==> src/rtl/core/ipsd_pkg.sv <==
package ipsd_pkg;

  localparam int GAIN_FRAC_BITS_DEF = 8;

  localparam int SPEED_W  = 16;
  localparam int GAIN_W   = 16;
  localparam int LIMIT_W  = 14;
  localparam int DRIVE_W  = 15;
  localparam int ERR_W    = 17;
  localparam int D1_W     = 18;
  localparam int D2_W     = 19;
  localparam int PP_W     = D1_W + GAIN_W + 1;
  localparam int PI_W     = ERR_W + GAIN_W + 1;
  localparam int PD_W     = D2_W + GAIN_W + 1;
  // three products plus growth headroom
  localparam int SUM_W    = PD_W + 2;

  localparam int CFG_IDX_W  = 8;
  localparam int CFG_DATA_W = 16;

  localparam logic [CFG_IDX_W-1:0] CFG_GAIN_P      = 8'd0;
  localparam logic [CFG_IDX_W-1:0] CFG_GAIN_I      = 8'd1;
  localparam logic [CFG_IDX_W-1:0] CFG_GAIN_D      = 8'd2;
  localparam logic [CFG_IDX_W-1:0] CFG_DRIVE_LIMIT = 8'd3;

  localparam logic [GAIN_W-1:0]  GAIN_P_RST      = 16'd5120;
  localparam logic [GAIN_W-1:0]  GAIN_I_RST      = 16'd179;
  localparam logic [GAIN_W-1:0]  GAIN_D_RST      = 16'd1024;
  localparam logic [LIMIT_W-1:0] DRIVE_LIMIT_RST = 14'd7000;
  localparam logic [LIMIT_W-1:0] LIMIT_CAP       = 14'd10000;

  typedef struct packed {
    logic signed [SPEED_W-1:0] measured_speed;
    logic signed [SPEED_W-1:0] target_speed;
  } speed_word_t;

  typedef struct packed {
    logic signed [DRIVE_W-1:0] drive_signed;
    logic [LIMIT_W-1:0]        drive_magnitude;
    logic                      forward;
  } drive_word_t;

  typedef struct packed {
    logic [GAIN_W-1:0]  gain_p;
    logic [GAIN_W-1:0]  gain_i;
    logic [GAIN_W-1:0]  gain_d;
    logic [LIMIT_W-1:0] drive_limit;
  } cfg_t;

  typedef struct packed {
    logic signed [ERR_W-1:0] e;
    logic signed [D1_W-1:0]  d1;
    logic signed [D2_W-1:0]  d2;
  } diff_t;

  typedef struct packed {
    logic signed [PP_W-1:0] p;
    logic signed [PI_W-1:0] i;
    logic signed [PD_W-1:0] d;
  } prod_t;

endpackage

==> src/rtl/core/ipsd_cfg.sv <==
module ipsd_cfg (
  input  logic                                clk,
  input  logic                                rst,
  input  logic                                cfg_valid,
  output logic                                cfg_ready,
  input  logic [ipsd_pkg::CFG_IDX_W-1:0]      cfg_index,
  input  logic [ipsd_pkg::CFG_DATA_W-1:0]     cfg_data,
  output ipsd_pkg::cfg_t                      cfg
);

  assign cfg_ready = 1'b1;

  always_ff @(posedge clk) begin
    if (rst) begin
      cfg.gain_p      <= ipsd_pkg::GAIN_P_RST;
      cfg.gain_i      <= ipsd_pkg::GAIN_I_RST;
      cfg.gain_d      <= ipsd_pkg::GAIN_D_RST;
      cfg.drive_limit <= ipsd_pkg::DRIVE_LIMIT_RST;
    end else if (cfg_valid) begin
      unique case (cfg_index)
        ipsd_pkg::CFG_GAIN_P:      cfg.gain_p      <= cfg_data;
        ipsd_pkg::CFG_GAIN_I:      cfg.gain_i      <= cfg_data;
        ipsd_pkg::CFG_GAIN_D:      cfg.gain_d      <= cfg_data;
        ipsd_pkg::CFG_DRIVE_LIMIT: cfg.drive_limit <= cfg_data[ipsd_pkg::LIMIT_W-1:0];
        default: ;
      endcase
    end
  end

endmodule

==> config.mk <==
export PLATFORM = sky130hd
export DESIGN_NAME = ipsd_cfg
export DESIGN_NICKNAME = d
export VERILOG_FILES = /design/src/rtl/core/ipsd_pkg.sv /design/src/rtl/core/ipsd_cfg.sv
export SDC_FILE = /design/constraint.sdc
export NUM_CORES = 1
export LEC_CHECK = 0
export BUFFER_PORTS_ARGS = -buffer_cell sky130_fd_sc_hd__buf_2
export CORE_MARGIN = 2
export CORE_UTILIZATION = 45
export DETAILED_ROUTE_END_ITERATION = 12
export PLACE_DENSITY = 0.7
export SKIP_LAST_GASP = 1
export SLEW_MARGIN = 5
export SYNTH_ARGS = -nofsm -noshare
export SYNTH_HDL_FRONTEND = slang
export SYNTH_SLANG_ARGS = --single-unit
==> constraint.sdc <==
create_clock -name clk -period 3.86 [get_ports clk]
set_clock_uncertainty 0.1 [all_clocks]
set_input_delay 0.193 -clock clk [delete_from_list [all_inputs] [get_ports clk]]
set_output_delay 0.193 -clock clk [all_outputs]
set_load 0.01 [all_outputs]
==> impl_results.md <==
- Combinational fraction of design power: 0.046
- Ports: 90
- Synth Area in Adders: 0
- Clk_lat worst skew: 0.32 ns
- Global-route wire length before repair: 8710 um
- HPWL after DPL: 3690 um
- Asr flop ratio synth: 0
- Post-CTS resize count: 0
- Ys Warns: 0
- First-pass iteration count of the detailed router: 4
- Post-DR wirelength/cell: 13.3 um
- Number of flops mapped to enable cells by yosys: 0
- Final Routed Wirelength: 5310 um
- Initial antenna violation count: 0
- Sequential element share of the synthesized area: 0.481
- WP data required: 4.00 ns
- Top-area cell type share of the netlist area: 0.481
- Root Buffer: clkbuf_8
- RSZ-0062 raised after global routing: false
- P_leak: 1.53 nW
- Most frequent cell after synthesis: nand2b_1
- Pin count of the biggest net entering global routing: 62
- CTS tree: yes
- CP Class: in2reg
- Multi-input gate area: 0.00120 mm2
- Biggest regs: cfg x62
- Area contributors post-synth: dfxtp_1, mux2i_1, nand2b_1
- Slew Viols, Final: 0
- Largest family of logic cells by synthesized area: multiplexers
- CP arrival: 1.86 ns
- Fin area: 0.00317 mm2
- Row Count: 27
- Final setup viols: 0
- Synth Area in XOR/XNOR: 0
- DP Area: 0.00298 mm2
- Hold WC Path Type: in2reg
- Top reg by flops: cfg
- Switching Fraction: 0.217
- Switching Power: 0.000267 W
- Floorplan die height: 79.7 um
- Simple-gate portion of the synthesized area: 0.222
- Non-Filler Instances: 399
- Area Overhead vs Synth: 22.7%
- Library cells used by synthesis: 16
- Post-synthesis mux area share: 0.240
- Diodes inserted: 0
- TritonCTS Sinks: 62
- H-tree level count: 3
- Gr usage total: 0.179
- Routed Antenna Nets: 0
- Syn Inst Count: 239
- Final cycle utilization of the critical path: 0.445
- CP max stage cell: and4bb_1
- Cts hold-fix bufs: 0
- Max FFs per register: 62
- Clock share of power: 0.433
- Compound-gate portion of the synthesized area: 0
- Hold Vio Cnt, Final: 0
- Drc violations: 0
- # fillers: 526
- Area leader, netlist: dfxtp_1
- Crit-path max cell delay: 0.93 ns
- GP Congestion: 0.746
- Die W: 79.7 um
- FF/Latch Area: 0.00124 mm2
- Fin util: 0.575
- Crit-path cells: buf_2 > nor4b_4 > and4bb_1 > mux2i_1
- Postcts setup bufs: 0
- Outcome: complete, no violations
- Internal Power: 0.000965 W
- Synth Flop Type: dfxtp_1
- Pwr/cell area: 389 mW/mm2
- Total of max-cap violations: 0
- CTS clk-pin slew, worst paths: 0.07 ns
- Global route overflow: 0
- Crit path max fanout: 16
- Vias in the first global route: 1846
- Initial core utilization: 0.469
- Mapped Area: 0.00258 mm2
- Worst Setup Start Kind: input port
- Slew @ Worst Pin: 1.03 ns
- Synth cell count leaders: nand2b_1, dfxtp_1, mux2i_1
- Syn_area_per_cell: 10.8 um2
- Achievable Freq: 582 MHz
- Total Negative Setup Slacks: 0 ns
- Critical path capture point type: register
- Full die area: 0.00636 mm2
- Layout cell share with drive strength beyond 1: 0.324
- Vias/cell: 4.60
- Cell count after placement: 383
- Iter 0 DRT Violations: 54
- CTS Buf Count: 9
- Clock Path Buffers: 2
- Port bufs: 88
- Total number of vias: 1835
- Flop pwr share: 0.520
- Layout net count: 349
- Seq cells post-synth: 62
- Post-layout min period: 1.72 ns
- Mapped Nets: 266
- Worst vdd ir: 0.204 mV
- Worst slew margin: 0.316
- Core box area: 0.00551 mm2
## layout make-up
class,instances,area share
Tap cell,72,0.0284
Multi-Input combinational cell,159,0.378
Clock inverter,4,0.0150
Sequential cell,62,0.392
Timing Repair Buffer,90,0.144
Clock buffer,12,0.0427
## worst max-delay path, delay by kind of cell
family	cells	cell delay [ns]
muxes	1	0.27
and+or+nand+nor	2	1.28
buffers and inverters	1	0.11
## stage by stage
step | hold slack [ns] | total power, W | setup WS, ns
after floorplan | 0.254 | 0.000691 | 2.51
after global placement | 0.357 | 0.000713 | 1.74
after detailed placement | 0.359 | 0.000713 | 1.75
after CTS | 0.0291 | 0.00124 | 2.09
after global routing | 0.0466 | 0.00128 | 2.04
final | 0.0404 | 0.00123 | 2.14
## kinds of logic (layout without fill, tap and decap cells)
kind of cell,count (synthesis),after routing
other,1,1
AND/OR/NAND/NOR,96,96
flip-flops,62,62
buffers and inverters,18,106
multiplexers,62,62
## per-layer routing
layer,track usage,routed length (um),share of wire,up-vias
li1,-,-,-,946
met1,0.221,2490,0.47,836
met2,0.288,2450,0.46,45
met3,0.0486,281,0.053,8
met4,0.0881,87,0.016,0
met5,0,0,0,-
## power groups by stage
stage	clock network, W	registers [W]	logic (W)
5_1_grt	0.000580	0.000640	0.0000644
2_1_floorplan	0	0.000656	0.0000352
3_3_place_gp	0	0.000655	0.0000576
3_5_place_dp	0	0.000655	0.0000577
6_report	0.000534	0.000641	0.0000573
4_1_cts	0.000545	0.000641	0.0000580
## layout by cell type, fill, tap and decap left out, types with 2 or more instances in the layout
cell type	count
nand2b_1	63
dfxtp_1	62
clkbuf_8	9
nor2_1	27
clkinv_2	2
buf_2	88
clkbuf_1	3
buf_4	2
mux2i_1	62
## path summary, 6_finish.rpt
kind	end	depth (start not counted)	startpoint	slack, ns
setup / recovery	cfg[58]$_SDFFE_PP1P_	4	cfg_index[6]	2.14
hold reg to reg	cfg[53]$_SDFFE_PP0P_	2	cfg[53]$_SDFFE_PP0P_	0.37
hold / removal	cfg[3]$_SDFFE_PP1P_	3	cfg_data[3]	0.04
setup reg to reg	cfg[6]$_SDFFE_PP1P_	2	cfg[6]$_SDFFE_PP1P_	3.12
(Power assumes the default switching activity.)
