[src/rtl/core/ipsd_pkg.sv]
package ipsd_pkg;

  localparam int GAIN_FRAC_BITS_DEF = 8;

  localparam int SPEED_W  = 16;
  localparam int GAIN_W   = 16;
  localparam int LIMIT_W  = 14;
  localparam int DRIVE_W  = 15;
  localparam int ERR_W    = 17;
  localparam int D1_W     = 18;
  localparam int D2_W     = 19;
  localparam int PP_W     = D1_W + GAIN_W + 1;
  localparam int PI_W     = ERR_W + GAIN_W + 1;
  localparam int PD_W     = D2_W + GAIN_W + 1;
  // three products plus growth headroom
  localparam int SUM_W    = PD_W + 2;

  localparam int CFG_IDX_W  = 8;
  localparam int CFG_DATA_W = 16;

  localparam logic [CFG_IDX_W-1:0] CFG_GAIN_P      = 8'd0;
  localparam logic [CFG_IDX_W-1:0] CFG_GAIN_I      = 8'd1;
  localparam logic [CFG_IDX_W-1:0] CFG_GAIN_D      = 8'd2;
  localparam logic [CFG_IDX_W-1:0] CFG_DRIVE_LIMIT = 8'd3;

  localparam logic [GAIN_W-1:0]  GAIN_P_RST      = 16'd5120;
  localparam logic [GAIN_W-1:0]  GAIN_I_RST      = 16'd179;
  localparam logic [GAIN_W-1:0]  GAIN_D_RST      = 16'd1024;
  localparam logic [LIMIT_W-1:0] DRIVE_LIMIT_RST = 14'd7000;
  localparam logic [LIMIT_W-1:0] LIMIT_CAP       = 14'd10000;

  typedef struct packed {
    logic signed [SPEED_W-1:0] measured_speed;
    logic signed [SPEED_W-1:0] target_speed;
  } speed_word_t;

  typedef struct packed {
    logic signed [DRIVE_W-1:0] drive_signed;
    logic [LIMIT_W-1:0]        drive_magnitude;
    logic                      forward;
  } drive_word_t;

  typedef struct packed {
    logic [GAIN_W-1:0]  gain_p;
    logic [GAIN_W-1:0]  gain_i;
    logic [GAIN_W-1:0]  gain_d;
    logic [LIMIT_W-1:0] drive_limit;
  } cfg_t;

  typedef struct packed {
    logic signed [ERR_W-1:0] e;
    logic signed [D1_W-1:0]  d1;
    logic signed [D2_W-1:0]  d2;
  } diff_t;

  typedef struct packed {
    logic signed [PP_W-1:0] p;
    logic signed [PI_W-1:0] i;
    logic signed [PD_W-1:0] d;
  } prod_t;

endpackage

[src/rtl/core/ipsd_err.sv]
module ipsd_err (
  input  logic                  clk,
  input  logic                  rst,
  input  logic                  speed_valid,
  output logic                  speed_ready,
  input  ipsd_pkg::speed_word_t speed,
  output logic                  diff_valid,
  input  logic                  diff_ready,
  output ipsd_pkg::diff_t       diff
);

  logic signed [ipsd_pkg::ERR_W-1:0] err_now;
  logic signed [ipsd_pkg::ERR_W-1:0] err_last;
  logic signed [ipsd_pkg::ERR_W-1:0] err_prev;
  logic signed [ipsd_pkg::ERR_W-1:0] err_next;
  logic                              valid;
  logic                              load;

  assign speed_ready = !valid || diff_ready;
  assign load        = speed_valid && speed_ready;

  assign err_next = ipsd_pkg::ERR_W'(speed.target_speed)
                  - ipsd_pkg::ERR_W'(speed.measured_speed);

  always_ff @(posedge clk) begin
    if (rst) begin
      valid    <= 1'b0;
      err_now  <= '0;
      err_last <= '0;
      err_prev <= '0;
    end else begin
      if (load) begin
        err_now  <= err_next;
        err_last <= err_now;
        err_prev <= err_last;
      end
      if (load) begin
        valid <= 1'b1;
      end else if (diff_ready) begin
        valid <= 1'b0;
      end
    end
  end

  // differences come straight off the history, which only moves on accept
  assign diff_valid = valid;
  assign diff.e     = err_now;
  assign diff.d1    = ipsd_pkg::D1_W'(err_now) - ipsd_pkg::D1_W'(err_last);
  assign diff.d2    = ipsd_pkg::D2_W'(err_now) - (ipsd_pkg::D2_W'(err_last) <<< 1)
                    + ipsd_pkg::D2_W'(err_prev);

endmodule

[config.mk]
export PLATFORM = sky130hd
export DESIGN_NAME = ipsd_err
export DESIGN_NICKNAME = d
export VERILOG_FILES = /design/src/rtl/core/ipsd_pkg.sv /design/src/rtl/core/ipsd_err.sv
export SDC_FILE = /design/constraint.sdc
export NUM_CORES = 1
export LEC_CHECK = 0
export ABC_AREA = 1
export ABC_CLOCK_PERIOD_IN_PS = 6150
export BUFFER_PORTS_ARGS = -buffer_cell sky130_fd_sc_hd__clkbuf_2
export CORE_MARGIN = 5
export CORE_UTILIZATION = 63
export DETAILED_ROUTE_END_ITERATION = 8
export PLACE_DENSITY = 0.86
export SLEW_MARGIN = 20
export SYNTH_ARGS = -nofsm -noshare
export SYNTH_HDL_FRONTEND = slang
export SYNTH_SLANG_ARGS = --single-unit
[constraint.sdc]
create_clock -name clk -period 6.15 [get_ports clk]
set_input_delay 1.23 -clock clk [delete_from_list [all_inputs] [get_ports clk]]
set_output_delay 1.23 -clock clk [all_outputs]
set_load 0.02 [all_outputs]
==> key figures <==
Run status
  • Status: finished clean

Finish
  • Fin cells: between 1000 and 1500
  • Ant. Diodes: 0
  • NumNets Final: 1027
  • Synthesis-to-finish area growth: 11.1%
  • Final Instance Area: 5970 sq um
  • Final core utilization: 72.3%
  • Fillers: 720
  • Share of cells above drive strength 1: 13.3%

Routing
  • Antenna-violating nets left: 0
  • Routed len/inst: ~12 um
  • DR pass1 iterations: 5
  • Vias/cell: roughly 5.0
  • Drt total wl: 11900 um
  • Via count: 5146
  • # DRC: 0
  • Initial drt markers: 218

Global routing
  • Global-route wire length before repair: 20500 um
  • Grt ovf: 0
  • Initial antenna violation count: 0
  • Tot GR Track Use: 23.9%
  • Vias in the first global route: 4725
  • Largest net degree at the start of global routing: 53

Timing
  • Final setup fails: 0
  • Fin. Hold Viols: 0
  • Worst-Margin Slew: a little under 1 ns
  • Slew Limit Headroom: 35.9%
  • Slew Limit Fails: 0
  • Unrepaired setup endpoints after global routing: false
  • Setup TNS Final: 0 ns
  • Fmax: 0.248 GHz
  • Setup Skew: 0.00727 ns
  • Hold_ws: between 0.4 and 0.5 ns
  • Worst setup margin: 2.12 ns
  • Clock period minus final worst setup slack: 4.03 ns
  • Period utilisation layout: 65.6%

Hold path
  • Hold WC Path Type: reg2reg

Synthesis
  • YS warnings: 0
  • Syn nets: 944
  • Netlist cell types: 33
  • Synth Instances: around 840
  • Avg Inst Size Synth: 6.42 sq um
  • Sequential area share after synthesis: between 10% and 20%
  • Post-synthesis cell area: ~5400 sq um
  • Seq cells post-synth: 52

Power and ir drop
  • Flop pwr share: 22.3%
  • Net Sw Frac: 51.2%
  • Net Sw Power: 900 uW
  • Max VDD drop: 0.121 mV
  • Lkg Pwr: around 3.5 nW
  • Internal cell power: 857 uW
  • Final Power: 1.76 mW
  • Comb power frac: 65.9%
  • Clk pwr share: 11.8%
  • Pwr per Cell Area: 294 nW/um^2

Floorplan
  • Num ports: 92
  • Core area: 8260 sq um
  • Vert. Die Dim: 102 um
  • Die area: around 10000 sq um
  • Row count: 33
  • Initial core utilization: between 60% and 70%
  • Chip width: 102 um

Setup path
  • Critical-path top delay cell: fa_1
  • Worst EP required: between 4 and 5 ns
  • Crit-path cells: inv_1 > fa_1 > inv_1 > ha_1 > a21oi_1 > a21boi_0 > nand3_1 > nand2_1 > nand3_1 > nand2_1 > clkbuf_2
  • CP arrival: about 2.8 ns
  • CP Capture Type: output port
  • Startpoint types: flop
  • CP delay by family, top: adder cells
  • Peak per-stage delay on the critical path: 0.54 ns
  • Critical Path Fanout Max: 4
  • CP Class: reg2out
  • Buffers & Inverters on Critical Path: 3

Clock network
  • Clock slew at reported path FFs: 0.10 ns
  • Hold Buf Count CTS: 0
  • CTS Sinks: 52
  • Post-CTS Setup Inserts: 0
  • Worst-skew pair later-pin latency: a little over 0.3 ns
  • CTS Buffer Depth: 2
  • PostCTS Resize Cnt: 0
  • CTS Buf Count: 5
  • CTS tree: done
  • CTS root buf: clkbuf_8
  • Htree depth: 2

Placed design
  • Inst Count DP: 1019
  • Dpl hpwl: 9980 um
  • Buffers added on ports: 91
  • Gpl congestion: about 0.90
  • Pre-CTS setup slack: between 2 and 2.5 ns
  • Cell Area, Placed: 5870 sq um

Job
  • Max Cap Viol: 0
kinds of logic (layout without fill, tap and decap cells):
| logic type | Yosys count | in the layout | synth area share, % |
|---|---|---|---|
| AOI/OAI and AO/OA | 122 | 122 | 14.2 |
| xor gates and xnor gates | 31 | 31 | 5.05 |
| adders and majority gates | 70 | 70 | 18.9 |
| buffers and inverters | 221 | 305 | 16.1 |
| DFF | 52 | 52 | 19.4 |
| and+or+nand+nor | 342 | 342 | 26.3 |
worst register-to-register path, delay by kind of cell, from the launching register on:
family / cells / cell delay [ns]
simple gates: 3 / 0.81
buf+inv: 2 / 0.55
flops: 1 / 0.34
compound gates: 1 / 0.14
placed cells by master, fill, tap and decap left out, types with 3 or more instances in the layout:
master,count
a211oi_1,36
a21o_1,5
a21oi_1,50
a21oi_2,3
clkbuf_2,90
clkbuf_8,6
dfxtp_1,52
fa_1,19
ha_1,51
inv_1,202
inv_2,3
nand2_1,195
nand2_2,10
nand3_1,43
nand3_2,3
nor2_1,79
nor3_1,7
o21ai_0,11
o21bai_1,7
xnor2_1,4
xor2_1,27
routing by layer:
layer / GRT usage, % / routed length [um] / vias to the layer above
met5: 0 / 0 / -
li1: - / - / 2756
met1: 33.1 / 5650 / 2223
met2: 38.3 / 5250 / 143
met3: 3.34 / 678 / 24
met4: 7.97 / 301 / 0
state kept, by name, indices dropped and copies added (netlist names):
register    count
diff_valid      1
err_last       17
err_now        17
err_prev       17
cell type report:
type	count	area (sq um)	share of cell area [%]
Clock buffer	6	82.6	1.38
Inverter	205	769	12.9
Clock inverter	2	15.0	0.251
Multi-Input combinational cell	565	3470	58.1
Tap cell	105	131	2.20
Timing Repair Buffer	92	463	7.75
Sequential cell	52	1040	17.4
cell usage after synthesis:
cell type  number  area share, %
a21boi_0        2           0.28
o21bai_1        7           0.98
buf_2           6           0.56
nand2_2        10            1.2
clkbuf_1        6           0.42
o21ai_2         2           0.33
inv_2           3           0.21
o21a_1          1           0.14
a31oi_1         1           0.12
nor3_1          7           0.65
xnor2_1         4           0.65
dfxtp_1        52             19
nand3b_1        1           0.14
ha_1           51             12
fa_1           19            7.1
nand3_1        43            4.0
nand2_1       195             14
buf_6           4           0.84
nand3_2         3           0.56
a211oi_1       36            5.0
xor2_1         27            4.4
nand4_1         1           0.12
nand4_2         1           0.23
a21o_1          5           0.70
a21boi_1        2           0.28
inv_1         202             14
nor4_1          1           0.12
a21oi_2         3           0.49
nor2_1         79            5.5
nand2_4         1           0.21
o21ai_0        11            1.0
o21ai_1         2           0.19
a21oi_1        50            4.7
worst paths after layout:
path,start,end,slack [ns],depth (start not counted)
worst min-delay path,err_prev[0],err_prev[0],0.49,2
worst max-delay path,err_now[9],diff[14],2.12,11
worst max register to register,diff_valid,err_now[13],4.21,6
worst min register to register,err_prev[0],err_prev[0],0.49,2
power by group through the flow:
stage          Clock [mW]  Combinational, mW  Sequential, mW
2_1_floorplan           0              0.846           0.408
3_3_place_gp            0               1.14           0.397
3_5_place_dp            0               1.16           0.399
4_1_cts             0.211               1.16           0.391
5_1_grt             0.226               1.31           0.395
6_report            0.207               1.16           0.391
Power figures use the tool's default switching activity.
