--- config.mk ---
export PLATFORM = sky130hd
export DESIGN_NAME = ipsd_acc
export DESIGN_NICKNAME = d
export VERILOG_FILES = /design/src/rtl/core/ipsd_pkg.sv /design/src/rtl/core/ipsd_acc.sv
export SDC_FILE = /design/constraint.sdc
export NUM_CORES = 1
export LEC_CHECK = 0
export ABC_AREA = 0
export CAP_MARGIN = 20
export CORE_MARGIN = 10
export CORE_UTILIZATION = 23
export DETAILED_ROUTE_END_ITERATION = 8
export DONT_BUFFER_PORTS = 1
export RECOVER_POWER = 25
export REMOVE_ABC_BUFFERS = 1
export SLEW_MARGIN = 20
export SYNTH_ARGS = -nofsm -noshare
export SYNTH_HDL_FRONTEND = slang
export SYNTH_SLANG_ARGS = --single-unit
export TNS_END_PERCENT = 50
--- constraint.sdc ---
create_clock -name clk -period 8.65 [get_ports clk]
set_input_delay 1.2975 -clock clk [delete_from_list [all_inputs] [get_ports clk]]
set_output_delay 1.2975 -clock clk [all_outputs]
set_load 0.005 [all_outputs]
--- src/rtl/core/ipsd_pkg.sv ---
package ipsd_pkg;

  localparam int GAIN_FRAC_BITS_DEF = 8;

  localparam int SPEED_W  = 16;
  localparam int GAIN_W   = 16;
  localparam int LIMIT_W  = 14;
  localparam int DRIVE_W  = 15;
  localparam int ERR_W    = 17;
  localparam int D1_W     = 18;
  localparam int D2_W     = 19;
  localparam int PP_W     = D1_W + GAIN_W + 1;
  localparam int PI_W     = ERR_W + GAIN_W + 1;
  localparam int PD_W     = D2_W + GAIN_W + 1;
  // three products plus growth headroom
  localparam int SUM_W    = PD_W + 2;

  localparam int CFG_IDX_W  = 8;
  localparam int CFG_DATA_W = 16;

  localparam logic [CFG_IDX_W-1:0] CFG_GAIN_P      = 8'd0;
  localparam logic [CFG_IDX_W-1:0] CFG_GAIN_I      = 8'd1;
  localparam logic [CFG_IDX_W-1:0] CFG_GAIN_D      = 8'd2;
  localparam logic [CFG_IDX_W-1:0] CFG_DRIVE_LIMIT = 8'd3;

  localparam logic [GAIN_W-1:0]  GAIN_P_RST      = 16'd5120;
  localparam logic [GAIN_W-1:0]  GAIN_I_RST      = 16'd179;
  localparam logic [GAIN_W-1:0]  GAIN_D_RST      = 16'd1024;
  localparam logic [LIMIT_W-1:0] DRIVE_LIMIT_RST = 14'd7000;
  localparam logic [LIMIT_W-1:0] LIMIT_CAP       = 14'd10000;

  typedef struct packed {
    logic signed [SPEED_W-1:0] measured_speed;
    logic signed [SPEED_W-1:0] target_speed;
  } speed_word_t;

  typedef struct packed {
    logic signed [DRIVE_W-1:0] drive_signed;
    logic [LIMIT_W-1:0]        drive_magnitude;
    logic                      forward;
  } drive_word_t;

  typedef struct packed {
    logic [GAIN_W-1:0]  gain_p;
    logic [GAIN_W-1:0]  gain_i;
    logic [GAIN_W-1:0]  gain_d;
    logic [LIMIT_W-1:0] drive_limit;
  } cfg_t;

  typedef struct packed {
    logic signed [ERR_W-1:0] e;
    logic signed [D1_W-1:0]  d1;
    logic signed [D2_W-1:0]  d2;
  } diff_t;

  typedef struct packed {
    logic signed [PP_W-1:0] p;
    logic signed [PI_W-1:0] i;
    logic signed [PD_W-1:0] d;
  } prod_t;

endpackage

--- src/rtl/core/ipsd_acc.sv ---
module ipsd_acc #(
  parameter int GAIN_FRAC_BITS = ipsd_pkg::GAIN_FRAC_BITS_DEF
) (
  input  logic                            clk,
  input  logic                            rst,
  input  logic [ipsd_pkg::LIMIT_W-1:0]    drive_limit,
  input  logic                            prod_valid,
  output logic                            prod_ready,
  input  ipsd_pkg::prod_t                 prod,
  output logic                            drive_valid,
  input  logic                            drive_ready,
  output ipsd_pkg::drive_word_t           drive
);

  localparam int SUM_W  = ipsd_pkg::SUM_W;
  localparam int TERM_W = SUM_W - GAIN_FRAC_BITS;
  localparam int ACC_W  = TERM_W + 1;
  localparam logic [SUM_W-1:0] ROUND_BIAS = SUM_W'((1 << GAIN_FRAC_BITS) - 1);

  // term stage
  logic signed [SUM_W-1:0]  sum;
  logic signed [SUM_W-1:0]  sum_biased;
  logic signed [TERM_W-1:0] term;
  logic                     term_valid;
  logic                     term_ready;
  logic                     term_load;

  // accumulate stage
  logic signed [ipsd_pkg::DRIVE_W-1:0] drive_accum;
  logic signed [ACC_W-1:0]             acc_sum;
  logic signed [ACC_W-1:0]             lim_pos;
  logic signed [ACC_W-1:0]             lim_neg;
  logic signed [ACC_W-1:0]             acc_clamped;
  logic signed [ipsd_pkg::DRIVE_W-1:0] drive_accum_next;
  logic [ipsd_pkg::LIMIT_W-1:0]        lim;
  logic                                out_valid;
  logic                                out_load;

  assign sum = SUM_W'(prod.p) + SUM_W'(prod.i) + SUM_W'(prod.d);
  // bias negative sums so the arithmetic shift truncates toward zero
  assign sum_biased = sum + (sum[SUM_W-1] ? ROUND_BIAS : {SUM_W{1'b0}});

  assign prod_ready = !term_valid || term_ready;
  assign term_load  = prod_valid && prod_ready;

  always_ff @(posedge clk) begin
    if (rst) begin
      term_valid <= 1'b0;
    end else if (term_load) begin
      term_valid <= 1'b1;
    end else if (term_ready) begin
      term_valid <= 1'b0;
    end
  end

  always_ff @(posedge clk) begin
    if (term_load) begin
      term <= sum_biased[SUM_W-1:GAIN_FRAC_BITS];
    end
  end

  assign lim     = (drive_limit > ipsd_pkg::LIMIT_CAP) ? ipsd_pkg::LIMIT_CAP : drive_limit;
  assign lim_pos = ACC_W'({1'b0, lim});
  assign lim_neg = -lim_pos;
  assign acc_sum = ACC_W'(drive_accum) + ACC_W'(term);

  always_comb begin
    if (acc_sum > lim_pos) begin
      acc_clamped = lim_pos;
    end else if (acc_sum < lim_neg) begin
      acc_clamped = lim_neg;
    end else begin
      acc_clamped = acc_sum;
    end
  end

  assign drive_accum_next = acc_clamped[ipsd_pkg::DRIVE_W-1:0];

  assign term_ready = !out_valid || drive_ready;
  assign out_load   = term_valid && term_ready;

  always_ff @(posedge clk) begin
    if (rst) begin
      out_valid   <= 1'b0;
      drive_accum <= '0;
    end else begin
      if (out_load) begin
        drive_accum <= drive_accum_next;
      end
      if (out_load) begin
        out_valid <= 1'b1;
      end else if (drive_ready) begin
        out_valid <= 1'b0;
      end
    end
  end

  always_ff @(posedge clk) begin
    if (out_load) begin
      drive.drive_signed    <= drive_accum_next;
      drive.drive_magnitude <= drive_accum_next[ipsd_pkg::DRIVE_W-1]
                             ? ipsd_pkg::LIMIT_W'(-drive_accum_next)
                             : drive_accum_next[ipsd_pkg::LIMIT_W-1:0];
      drive.forward         <= !drive_accum_next[ipsd_pkg::DRIVE_W-1];
    end
  end

  assign drive_valid = out_valid;

endmodule

==> reports/results.txt, run 1 <==
The horizontal die dimension was 225 µm; the combinational group share of total power was 65.5%. In this run the worst path has a maximum fanout of 13. The prevailing post-synth register cell is sky130_fd_sc_hd__edfxtp_1.

For this design the top-level I/O count stands at 155. Data arrives at the worst endpoint at 8020 ps. Setup repair after global routing left no endpoint under its margin. After routing the design area is 0.0106 mm².

The die footprint is 0.0505 mm², and the number of enable-type register cells in the synthesized netlist is 59. For the antenna diode count, the log shows 0. At the end of routability-driven placement, the weighted congestion stood at 0.893.

The final count of pins violating max slew came out at 31. The post-synthesis average cell area was 8.73 µm². The mapped netlist covers 0.00964 mm².

The final layout contains 1373 nets. Dividing the detail-routed wire length by the instance count gives 17.8 µm. From synthesis to final layout, the design area changed by 9.59%. The number of H-tree branching levels is 3. The via count of the first global-routing pass is 8332.

The number of violations of the max-capacitance limit was 1; the total number of vias was 8383. Row generation in the floorplan step produced 74 rows. The analysis attributes to cell leakage a power of 4.27 nW. The later pin in the worst-skew pair is clocked with a latency of 340 ps.

In this run the power density over the cells is 272 mW/mm². Global-route wire length before repair: 46.1 mm. Clock tree synthesis selected as its root buffer the cell sky130_fd_sc_hd__clkbuf_16.

The run gives 15.6 ps as the maximum clock skew at final layout. In the routed layout, each cell is associated on average with a via count of 5.12. The worst path uses 91.7% of the clock period.

The fraction of power spent switching nets was 47.6%. STA classifies the critical path endpoint as a register. The worst hold path belongs to the class reg2reg.

Buffers placed on the I/O ports in this run total 0. The internal power of the cells totals 1.51 mW. The count of nets left with antenna violations once routing finished came out at 0. In this run, post-CTS repair resized a total of 0 instances. The leftover overflow at the end of global routing is 0, and the post-placement cell count is 1621. Setup violations remaining at the end of the flow were counted as 0. The library cell used most frequently in the layout, excluding fill and tap cells, is sky130_fd_sc_hd__ha_1. Cells with a size suffix above 1 make up 5.34% of the layout.

Entering global routing, the biggest net connects 48 pins. Maximum root-to-sink buffer count: 2. Type of element launching the critical path: an input pin. In the synthesized netlist the async set-or-reset flop fraction comes to 0%.

TritonCTS built the clock tree. For the pin with the worst max-slew slack, the measured transition is 1570 ps. The layout has 4447 filler cells. The DRC violation total after the first TritonRoute iteration was 601; the number of remaining DRC errors was 0. CTS saw 76 sinks. The tools report the HPWL reported at the end of detailed placement as 24.7 mm. The flow ran to the end, but the final reports show violations.

The number of flip-flops and latches in the synthesized netlist was 76; the core area was 0.0411 mm². The startpoint identified for the worst hold timing path is drive_accum[8]$_SDFFE_PP0P_. The endpoint required time on the critical path is 8750 ps.

The tightest slew margin relative to the limit is -4.65%. Hold timing on the final database bottoms out at a slack of 454 ps. For this run, the detailed router's first-pass iteration total came to 5. Yosys mapped the design onto 80 distinct sky130hd cell types. For the register share of total power, the log shows 21.5%. Critical path launch point: drive_limit[12].

Clock-pin slew was measured on the worst setup and hold paths at 70 ps. The total negative setup slack was 0 ps. The die boundary height works out to 225 µm. After clock tree synthesis, the setup repair step added 0 buffers. The number of antenna violations at the first check in global routing is 0, and the global-route usage over all layers is 11.3%. The placed instances occupy a cell area of 0.0103 mm². The number of hold buffers added after CTS was 0. The clock network burns 13.0% of the power.

For the number of instances in the synthesized netlist, the log shows 1105. The run gives 21.9% as the sequential-to-total area share from yosys stat. For this configuration, the core starts out at a cell density of 23.5%. The worst setup path is of the in2reg kind. The completed layout was analyzed and its total power is 2.88 mW. The analysis attributes to net switching a power of 1.37 mW. The checks that failed: max-capacitance violations, max-slew violations.

The tools report the total wire length as 29.2 mm. The top cell types in the final layout, fill and taps aside, are 112 x sky130_fd_sc_hd__ha_1, 98 x sky130_fd_sc_hd__a21oi_1, 98 x sky130_fd_sc_hd__nand2_1. The logs give 0.126 GHz for the highest achievable clock rate and 1637 for the count of placed standard cells in the final layout, fillers left out.

The tools report the startpoint of the lowest-slack register-to-register path as term[0]$_DFFE_PP_. The run gives 0 as the number of warnings printed during yosys synthesis. The final number of hold-violating endpoints came out at 0.

The minimum clock period after layout was 7930 ps; the number of buffers created by CTS was 9. VDD sags by at most 0.106 mV.
metal layers:
metal	share of wire, %	wire length, µm	track usage (%)
met4	1.4	396	2.81
met2	45	13100	18.0
met5	0	0	0
met1	48	14000	15.5
met3	5.9	1710	1.87
final timing paths:
kind | end | slack (ps) | cells after the start
min reg2reg | drive_accum[8]$_SDFFE_PP0P_ | 450 | 2
min | drive_accum[8]$_SDFFE_PP0P_ | 450 | 2
max reg2reg | drive[13]$_DFFE_PP_ | 1390 | 23
max | drive[14]$_DFFE_PP_ | 720 | 21
cells in the mapped netlist, types with 4 or more instances:
cell / number / area [µm²]
sky130_fd_sc_hd__ha_1: 112 / 1400
sky130_fd_sc_hd__a21oi_1: 98 / 490
sky130_fd_sc_hd__nand2_1: 98 / 368
sky130_fd_sc_hd__nor2_1: 72 / 270
sky130_fd_sc_hd__xnor2_1: 72 / 631
sky130_fd_sc_hd__edfxtp_1: 59 / 1770
sky130_fd_sc_hd__a21o_1: 52 / 390
sky130_fd_sc_hd__inv_1: 50 / 188
sky130_fd_sc_hd__fa_1: 38 / 761
sky130_fd_sc_hd__o21ai_0: 37 / 185
sky130_fd_sc_hd__nand3_1: 36 / 180
sky130_fd_sc_hd__nor3_1: 35 / 175
sky130_fd_sc_hd__xor2_1: 32 / 280
sky130_fd_sc_hd__clkbuf_1: 24 / 90.1
sky130_fd_sc_hd__dfxtp_1: 17 / 340
sky130_fd_sc_hd__a211oi_1: 16 / 120
sky130_fd_sc_hd__nand4_1: 16 / 100
sky130_fd_sc_hd__and2_1: 14 / 87.6
sky130_fd_sc_hd__o31ai_1: 14 / 105
sky130_fd_sc_hd__a31oi_1: 13 / 81.3
sky130_fd_sc_hd__nand2b_1: 11 / 68.8
sky130_fd_sc_hd__o21a_1: 11 / 82.6
sky130_fd_sc_hd__and3_1: 10 / 62.6
sky130_fd_sc_hd__nor2b_1: 10 / 62.6
sky130_fd_sc_hd__or2_2: 9 / 56.3
sky130_fd_sc_hd__mux2i_1: 8 / 80.1
sky130_fd_sc_hd__nor4_1: 8 / 50.1
sky130_fd_sc_hd__or3_1: 8 / 50.1
sky130_fd_sc_hd__o211ai_1: 7 / 52.6
sky130_fd_sc_hd__o21bai_1: 7 / 52.6
sky130_fd_sc_hd__a41oi_1: 6 / 52.6
sky130_fd_sc_hd__and4_1: 6 / 52.6
sky130_fd_sc_hd__or4_1: 6 / 45.0
sky130_fd_sc_hd__mux2_2: 5 / 56.3
sky130_fd_sc_hd__o2111ai_1: 5 / 43.8
sky130_fd_sc_hd__a211o_1: 4 / 35.0
sky130_fd_sc_hd__a31o_2: 4 / 35.0
sky130_fd_sc_hd__o221ai_1: 4 / 35.0
sky130_fd_sc_hd__o41ai_1: 4 / 35.0
worst max-delay path, stage by stage:
cell	delay (ps)
sky130_fd_sc_hd__or2_2	380
sky130_fd_sc_hd__a2111oi_2	550
sky130_fd_sc_hd__nor2_1	140
sky130_fd_sc_hd__nand2_1	130
sky130_fd_sc_hd__ha_1	250
sky130_fd_sc_hd__or4b_2	620
sky130_fd_sc_hd__or2_2	320
sky130_fd_sc_hd__nor4_1	270
sky130_fd_sc_hd__nand2_1	270
sky130_fd_sc_hd__inv_1	210
sky130_fd_sc_hd__ha_1	260
sky130_fd_sc_hd__and4_1	190
sky130_fd_sc_hd__and3_1	180
sky130_fd_sc_hd__a2111oi_0	410
sky130_fd_sc_hd__o21ai_0	230
sky130_fd_sc_hd__a21oi_1	910
sky130_fd_sc_hd__mux2i_1	280
sky130_fd_sc_hd__a22oi_1	220
sky130_fd_sc_hd__nor4_4	420
sky130_fd_sc_hd__a21oi_1	120
sky130_fd_sc_hd__or3b_1	350
per-stage QoR:
step                setup slack [ps]  utilization (%)
finish                           720             25.7
global route                     204             25.7
CTS                              838             25.7
detailed placement               492             25.0
global placement                 659             25.0
floorplan                        623                -
power groups by stage:
| stage | Clock [mW] | Combinational [mW] | Sequential (mW) |
|---|---|---|---|
| floorplan | 0 | 1.36 | 0.589 |
| global placement | 0 | 1.85 | 0.630 |
| detailed placement | 0 | 1.87 | 0.629 |
| CTS | 0.385 | 1.88 | 0.623 |
| global route | 0.399 | 2.11 | 0.628 |
| finish | 0.375 | 1.89 | 0.618 |
final cells by class:
cell class              count  area (µm²)  area share, %
well taps                 532         666           6.30
multi-input cells         947        7200           68.1
clock inverters             6        65.1          0.616
repair buffers             14         101          0.959
clock buffers              10         229           2.17
inverters                  52         195           1.85
flip-flops and latches     76        2110           20.0
sequential cells by signal, indices dropped and copies added (netlist names):
register,flops
term_valid,1
drive_accum,15
drive,29
term,30
drive_valid,1
cell families after synthesis:
logic type	share of synthesized area, %
simple gates	18.7
compound gates	22.7
fa+ha+maj	22.4
xor+xnor	9.45
buf+inv	3.44
flops	21.9
mux	1.41
(Power assumes the default switching activity.)
==> run 2: changes to the inputs <==
- clock period: 8.65 -> 7.72 ns (I/O delays scaled with it)
==> run 2 against run 1 <==
  * The flow still finishes with violations (max-capacitance violations, max-slew violations)
  * Cell area rose by 1.4%
  * First-iteration DRC count fell by 17%
  * Setup slack got worse by 100 ps
  * Clock power rose by 23%
  * Die area did not move
  * Clock skew fell by 4.8 ps
  * Sequential power rose by 11%
==> reports/results.txt, run 2 (synthesis gave the netlist of run 1 again) <==
The final count of pins violating max slew was 31 (unchanged). Failing checks: max-capacitance violations, max-slew violations (unchanged). The dominant delay contributor by cell family on the critical path was simple AND/OR/NAND/NOR gates (unchanged). The endpoint required time on the critical path is 7820 ps (was 8750 ps). Critical path endpoint: drive[10]$_DFFE_PP_ (was drive[14]$_DFFE_PP_). The logs give 350 ps (was 340 ps) for the latest clock arrival within the worst-skew pair and 8317 (was 8332) for the via count of the first global-routing pass. The total number of vias is 8389 (was 8383), and the power per cell area is 306 mW/mm² (was 272 mW/mm²).

The tools report the total number of placement rows as 74 (unchanged). The clock tree root driver cell is sky130_fd_sc_hd__clkbuf_16 (unchanged). Most common cell after layout, fill and taps aside: sky130_fd_sc_hd__ha_1 (unchanged). The startpoint of the lowest-slack register-to-register path was term[0]$_DFFE_PP_ (unchanged). The clock transition time at the flip-flop clock pins of the worst setup and hold paths came out at 60 ps (was 70 ps). Most flop-heavy register: term (unchanged).

The number of flip-flops in the largest register is 30 (unchanged). The tightest slew margin relative to the limit was -3.24% (was -4.65%). Number of buffer cells added on primary ports: 0 (unchanged). The run gives 0 (unchanged) as the leftover overflow at the end of global routing.

The run gives 4.36 nW (was 4.27 nW) as the cell leakage power. The tools report the final RePlAce weighted congestion as 0.903 (was 0.893). The maximum vdd ir drop is 0.133 mV (was 0.106 mV), and the worst path arrival time is 7200 ps (was 8020 ps). The final number of hold-violating endpoints came out at 0 (unchanged). The proportion of layout cells with a drive suffix above 1 works out to 6.69% (was 5.34%). The die boundary height came out at 225 µm (unchanged). Top library cells by usage in the layout, fill and taps aside: 112 x sky130_fd_sc_hd__ha_1, 98 x sky130_fd_sc_hd__a21oi_1, 98 x sky130_fd_sc_hd__nand2_1 (unchanged). The tools report the capturing element type of the critical path as a register (unchanged).

The fraction of power spent switching nets was 46.6% (was 47.6%); the first-pass iteration count of the detailed router was 7 (was 5). The cell at the slowest stage of the critical path was sky130_fd_sc_hd__or4b_2 (was sky130_fd_sc_hd__a21oi_1). The maximum root-to-sink buffer count was 2 (unchanged). The maximum single-stage delay on the critical path is 600 ps (was 910 ps).

Sequence of cells on the critical path: or2_2, a2111oi_2, nor2_1, nand2_1, ha_1, or4b_2, or2_2, nor4_1, nand2_1, inv_1, ha_1, and4_1, and3_1, a2111oi_0, o21ai_0, a21oi_1, buf_4, mux2i_1, mux2_2, inv_1, nor4_1, a31oi_1, xnor2_1 (was or2_2, a2111oi_2, nor2_1, nand2_1, ha_1, or4b_2, or2_2, nor4_1, nand2_1, inv_1, ha_1, and4_1, and3_1, a2111oi_0, o21ai_0, a21oi_1, mux2i_1, a22oi_1, nor4_4, a21oi_1, or3b_1). The buffers inserted during post-CTS setup optimization came out at 0 (unchanged). The tools report the power spent charging and discharging nets as 1.53 mW (was 1.37 mW). The number of hold buffers added after CTS is 0 (unchanged), and the number of buffers created by CTS is 9 (unchanged). Number of violations of the max-capacitance limit: 1 (unchanged). The worst path needs 7100 ps of the cycle, external delays included. The flow ran to the end, but the final reports show violations.

The final antenna-violating net count is 0 (unchanged). The tools report the final worst slack as 619 ps (was 720 ps). The largest fanout on the critical path is 7 (was 13). The run gives 76 (unchanged) as the number of clock sinks. The maximum clock skew at final layout is 10.8 ps (was 15.6 ps).

Top Registers: term x30, drive x29, drive_accum x15 (unchanged). The critical path launch point was drive_limit[12] (unchanged). The setup slack of the most critical reg-to-reg path is 810 ps (was 1390 ps), and the via density per instance is 5.08 (was 5.12). The tools report the worst flop-to-flop path endpoint as drive[14]$_DFFE_PP_ (was drive[13]$_DFFE_PP_). The worst-case setup slack after placement was 363 ps (was 492 ps).

For the number of remaining DRC errors, the log shows 0 (unchanged). Global-route wire length before repair: 45.9 mm (was 46.1 mm). Type of element launching the critical path: an input pin (unchanged). The DRC violation total after the first TritonRoute iteration is 496 (was 601), and the buffering stage count on the worst path with inverters included is 3 (was 1).

Dividing the final minimum period by the clock period gives 92.0%. TritonCTS built the clock tree. For the number of H-tree branching levels, the log shows 3 (unchanged). The run gives 14.0% (was 13.0%) as the power share of the clock group.

Setup repair after global routing left no endpoint under its margin. The average wire length per cell after detail routing came out at 17.7 µm (was 17.8 µm). The logs give 0.0411 mm² (unchanged) for the core area and 1389 (was 1373) for the layout net count. The run gives 23.5% (unchanged) as the starting density of the core. The HPWL reported at the end of detailed placement is 24.9 mm (was 24.7 mm), and the total negative setup slack is 0 ps (unchanged). The growth of design area from synthesis to finish was 11.2% (was 9.59%). The total wire length was 29.3 mm (was 29.2 mm). The count of cells along the worst register-to-register path is 21 (was 23).

The count of instances resized after the clock tree is built came out at 0 (unchanged). The final-layout fill cell count was 4449 (was 4447); the horizontal die dimension was 225 µm (unchanged). The logs give 11.3% (about the same) for the global-route usage over all layers and 0.0505 mm² (unchanged) for the die footprint. The transition time at the pin with the least slew margin is 1550 ps (was 1570 ps). The largest net degree at the start of global routing was 31 (was 48); the combinational group share of total power was 65.0% (was 65.5%).

The run gives 0 (unchanged) as the antenna diode count. The highest achievable clock rate came out at 0.141 GHz. The internal power component was 1.75 mW (was 1.51 mW). The final setup violation count is 0 (unchanged), and the logic depth of the worst setup path including buffers is 23 (was 21). The worst min-delay path class was reg2reg (unchanged). The type of the worst setup path is in2reg (unchanged).

For the number of antenna violations at the first check in global routing, the log shows 0 (unchanged). The count of pins on the block boundary was 155 (unchanged). The register share of total power was 21.0% (was 21.5%).
## run 2: cell count changes in the layout (fill, tap and decap cells not counted)
cell                        previous run  this run
sky130_fd_sc_hd__inv_8                 0         1
sky130_fd_sc_hd__clkbuf_1              2         1
sky130_fd_sc_hd__clkinv_2              2         0
sky130_fd_sc_hd__clkinv_1              1         2
sky130_fd_sc_hd__bufinv_16             1         2
sky130_fd_sc_hd__buf_4                13        29
## run 2: worst min path at each step
| stage | startpoint | endpoint | slack (ps) | cells after the start |
|---|---|---|---|---|
| detailed placement | drive_accum[6]$_SDFFE_PP0P_ | drive_accum[6]$_SDFFE_PP0P_ | 450 | 2 |
| global placement | drive_accum[6]$_SDFFE_PP0P_ | drive_accum[6]$_SDFFE_PP0P_ | 450 | 2 |
| finish | drive_accum[7]$_SDFFE_PP0P_ | drive_accum[7]$_SDFFE_PP0P_ | 460 | 2 |
| CTS | drive_accum[7]$_SDFFE_PP0P_ | drive_accum[7]$_SDFFE_PP0P_ | 460 | 2 |
| global route | drive_accum[3]$_SDFFE_PP0P_ | drive_accum[3]$_SDFFE_PP0P_ | 500 | 2 |
| floorplan | drive_accum[10]$_SDFFE_PP0P_ | drive_accum[10]$_SDFFE_PP0P_ | 430 | 2 |
## run 2: metrics by stage
stage               instances  hold slack, ps  power [mW]  cell area, µm²  util (%)
floorplan                1075             434        2.18            9510         -
global placement         1637             451        2.80           10400      25.3
detailed placement       1637             454        2.82           10400      25.3
CTS                      1653             463        3.30           10700      26.1
global route             1653             499        3.57           10700      26.1
finish                   1653             460        3.28           10700      26.1
## run 2: layer usage
metal	share of wire [%]	vias up	global-route usage [%]
li1	-	4155	-
met1	48	3978	15.4
met2	45	237	18.3
met3	5.2	19	1.98
met4	1.1	0	2.24
met5	0	-	0
## run 2: power by group through the flow
stage / registers (mW) / logic [mW] / clock network, mW
after CTS: 0.692 / 2.14 / 0.469
after floorplan: 0.660 / 1.52 / 0
after detailed placement: 0.699 / 2.12 / 0
final: 0.689 / 2.14 / 0.460
after global routing: 0.700 / 2.39 / 0.489
after global placement: 0.702 / 2.10 / 0
## run 2: tightest hold or removal path: cells and delay by family, from the launching register on
kind	cells	cell delay [ps]
AO/OA/AOI/OAI	1	50
flip-flops	1	310
AND/OR/NAND/NOR	1	50
## run 2: area by class of cell
class                           count  area (µm²)  area share (%)
Multi-Input combinational cell    947        7200            67.2
Sequential cell                    76        2110            19.7
Tap cell                          532         666            6.21
Clock buffer                        9         225            2.10
Timing Repair Buffer               30         221            2.07
Inverter                           52         195            1.82
Clock inverter                      7         100           0.934
==> run 3: changes to the inputs <==
- PLACE_DENSITY: unset -> 0.36
==> run 3 against run 2 <==
  * The flow still finishes with violations (max-capacitance violations, max-slew violations)
  * Non-clock buffer count rose by 11
  * Cell area rose by 0.63%
  * Total power barely moved
  * Worst hold slack improved by 11 ps
  * Via count fell by 1.7%
  * First-iteration DRC count fell by 1.4%
  * Utilization rose by 0.16 points
  * Clock-buffer cell count rose by 2
  * Setup slack improved by 78 ps
  * Sequential share of layout area fell by 0.12 points
  * Global-route usage rose by 0.85 points
  * Register-to-register slack improved by 140 ps
  * Largest power group unchanged
==> reports/results.txt, run 3 (synthesis gave the netlist of run 1 again) <==
The logs give 8249 (was 8389) for the total number of vias and 8600 (was 8317) for the via count of the first global-routing pass. The power share of the clock group was 13.1% (was 14.0%); the starting density of the core was 23.5% (unchanged). The post-route fraction of the period consumed by the critical path was 91.0% (was 92.0%); the register share of total power was 20.8% (was 21.0%). The total power draw came out at 3.29 mW (was 3.28 mW). The proportion of layout cells with a drive suffix above 1 works out to 7.77% (was 6.69%).

The met3 usage was 2.26% (was 1.98%); the highest achievable clock rate was 0.142 GHz (was 0.141 GHz). The transition time at the pin with the least slew margin works out to 1640 ps (was 1550 ps). The total number of placement rows is 74 (unchanged), and the number of buffer cells added on primary ports is 0 (unchanged). The run gives 0.0966 mV (was 0.133 mV) as the maximum vdd ir drop. The flow ran to the end, but the final reports show violations. The worst min-delay path class is reg2reg (unchanged). Final antenna-violating net count: 0 (unchanged). The final RePlAce weighted congestion is 0.829 (was 0.903), and the via density per instance is 4.96 (was 5.08).

Failing checks: max-capacitance violations, max-slew violations (unchanged). The most common cell after layout, fill and taps aside was sky130_fd_sc_hd__ha_1 (unchanged). The power per cell area is 305 mW/mm² (was 306 mW/mm²), and the first-pass iteration count of the detailed router is 5 (was 7). The die boundary height is 225 µm (unchanged). The maximum clock skew at final layout is 11.1 ps (was 10.8 ps). The global-route usage over all layers was 12.1% (was 11.3%); the endpoint required time on the critical path was 7810 ps (was 7820 ps).

Horizontal die dimension: 225 µm (unchanged). The number of flip-flops in the largest register is 30 (unchanged). The utilization of the core after routing was 26.2% (was 26.1%). The run gives 66.1% (was 65.0%) as the combinational group share of total power. For the final number of hold-violating endpoints, the log shows 0 (unchanged). The core area came out at 0.0411 mm² (unchanged). The die footprint is 0.0505 mm² (unchanged).

Capturing element type of the critical path: a register (unchanged). The global-route track usage on met2 came out at 19.2% (was 18.3%). Clock tree root driver cell: sky130_fd_sc_hd__clkbuf_16 (unchanged).

The number of buffers created by CTS was 9 (unchanged); the DRC violation total after the first TritonRoute iteration was 489 (was 496). The met1 track demand over resource in global routing is 16.4% (was 15.4%), and the number of H-tree branching levels is 3 (unchanged). The number of remaining DRC errors was 0 (unchanged); the clock transition time at the flip-flop clock pins of the worst setup and hold paths was 70 ps (was 60 ps). The layout net count was 1400 (was 1389). The cell leakage power was 4.41 nW (was 4.36 nW). TritonCTS built the clock tree. The antenna diode count is 0 (unchanged). The number of violations of the max-capacitance limit came out at 1 (unchanged). The type of the worst setup path was in2reg (unchanged). The type of element launching the critical path is an input pin (unchanged). The leftover overflow at the end of global routing came out at 0 (unchanged). The total negative setup slack was 0 ps (unchanged). For the tightest slew margin relative to the limit, the log shows -9.08% (was -3.24%). The largest fanout on the critical path is 12 (was 7), and the number of clock sinks is 76 (unchanged). The final count of pins violating max slew is 31 (unchanged), and the worst path arrival time is 7120 ps (was 7200 ps). For the count of pins on the block boundary, the log shows 155 (unchanged). Average wire length per cell after detail routing: 18.5 µm (was 17.7 µm). The number of antenna violations at the first check in global routing is 0 (unchanged). For the HPWL reported at the end of detailed placement, the log shows 26.3 mm (was 24.9 mm). The run gives 2 (unchanged) as the maximum root-to-sink buffer count. The fraction of power spent switching nets works out to 47.0% (was 46.6%). The tools report the total wire length as 30.8 mm (was 29.3 mm). The most flop-heavy register is term (unchanged).

The power spent charging and discharging nets is 1.54 mW (was 1.53 mW). The routing layer with the top usage in global route was met2 (unchanged). Internal power component: 1.74 mW (was 1.75 mW). The buffers inserted during post-CTS setup optimization is 0 (unchanged). The latest clock arrival within the worst-skew pair is 350 ps (about the same).

Setup repair after global routing left no endpoint under its margin. Top library cells by usage in the layout, fill and taps aside: 112 x sky130_fd_sc_hd__ha_1, 98 x sky130_fd_sc_hd__a21oi_1, 98 x sky130_fd_sc_hd__nand2_1 (unchanged). The run gives 48.5 mm (was 45.9 mm) as the global-route wire length before repair.

Top Registers: term x30, drive x29, drive_accum x15 (unchanged). The growth of design area from synthesis to finish is 11.9% (was 11.2%), and the minimum clock period after layout is 7020 ps (was 7100 ps). The final setup violation count was 0 (unchanged); the largest net degree at the start of global routing was 44 (was 31).
[run 3: per-stage QoR]
stage	setup WS [ps]	hold slack (ps)	instances	cell area, µm²
detailed placement	100	466	1648	10500
global route	105	490	1664	10800
CTS	446	476	1664	10800
global placement	224	468	1648	10500
floorplan	-168	434	1075	9510
finish	697	471	1664	10800
[run 3: path summary, 6_finish.rpt]
path              depth (start not counted)                           to                         from  slack, ps
hold reg to reg                           2  drive_accum[3]$_SDFFE_PP0P_  drive_accum[3]$_SDFFE_PP0P_        470
setup reg to reg                         25          drive[14]$_DFFE_PP_            term[0]$_DFFE_PP_        950
hold / removal                            2  drive_accum[3]$_SDFFE_PP0P_  drive_accum[3]$_SDFFE_PP0P_        470
setup / recovery                         25          drive[13]$_DFFE_PP_              drive_limit[12]        700
[run 3: metal layers]
metal	up-vias	part of all wire (%)
met3	25	4.2
met5	-	0
li1	4172	-
met1	3892	49
met2	160	45
met4	0	1.7
[run 3: power by group through the flow]
stage,Sequential (mW),Clock (mW),Combinational (mW)
finish,0.683,0.430,2.17
detailed placement,0.698,0,2.18
global route,0.695,0.462,2.45
global placement,0.699,0,2.18
floorplan,0.660,0,1.52
CTS,0.690,0.448,2.19
[run 3: repair_timing]
item	CTS	global route
endpoints found under the hold margin	0	0
endpoints found under the setup margin	0	8
hold buffers	0	0
resized for setup	0	2
[run 3: final cells by class]
type                       instances  area (µm²)
clock buffer                      11         264
clock inverter                     5        40.0
fill                            4550       30300
inverter                          52         195
multi-input combinational        947        7200
sequential                        76        2110
tap                              532         666
timing repair buffer              41         304
[run 3: worst max-delay path, stage by stage]
cell and delay [ps]:
sky130_fd_sc_hd__or2_2 300, sky130_fd_sc_hd__a2111oi_2 410, sky130_fd_sc_hd__nor2_1 130, sky130_fd_sc_hd__nand2_1 120, sky130_fd_sc_hd__ha_1 160, sky130_fd_sc_hd__or4b_2 600
sky130_fd_sc_hd__or2_2 330, sky130_fd_sc_hd__nor4_2 260, sky130_fd_sc_hd__nand3_1 150, sky130_fd_sc_hd__xnor2_1 220, sky130_fd_sc_hd__inv_1 70, sky130_fd_sc_hd__ha_1 270
sky130_fd_sc_hd__nand3_1 80, sky130_fd_sc_hd__a211oi_1 300, sky130_fd_sc_hd__and3b_1 220, sky130_fd_sc_hd__a211o_1 260, sky130_fd_sc_hd__o21ai_1 250, sky130_fd_sc_hd__a21oi_1 150
sky130_fd_sc_hd__buf_4 210, sky130_fd_sc_hd__or2_2 300, sky130_fd_sc_hd__a31oi_1 220, sky130_fd_sc_hd__nor4bb_1 370, sky130_fd_sc_hd__buf_4 240, sky130_fd_sc_hd__a41oi_1 150
sky130_fd_sc_hd__xor2_1 170
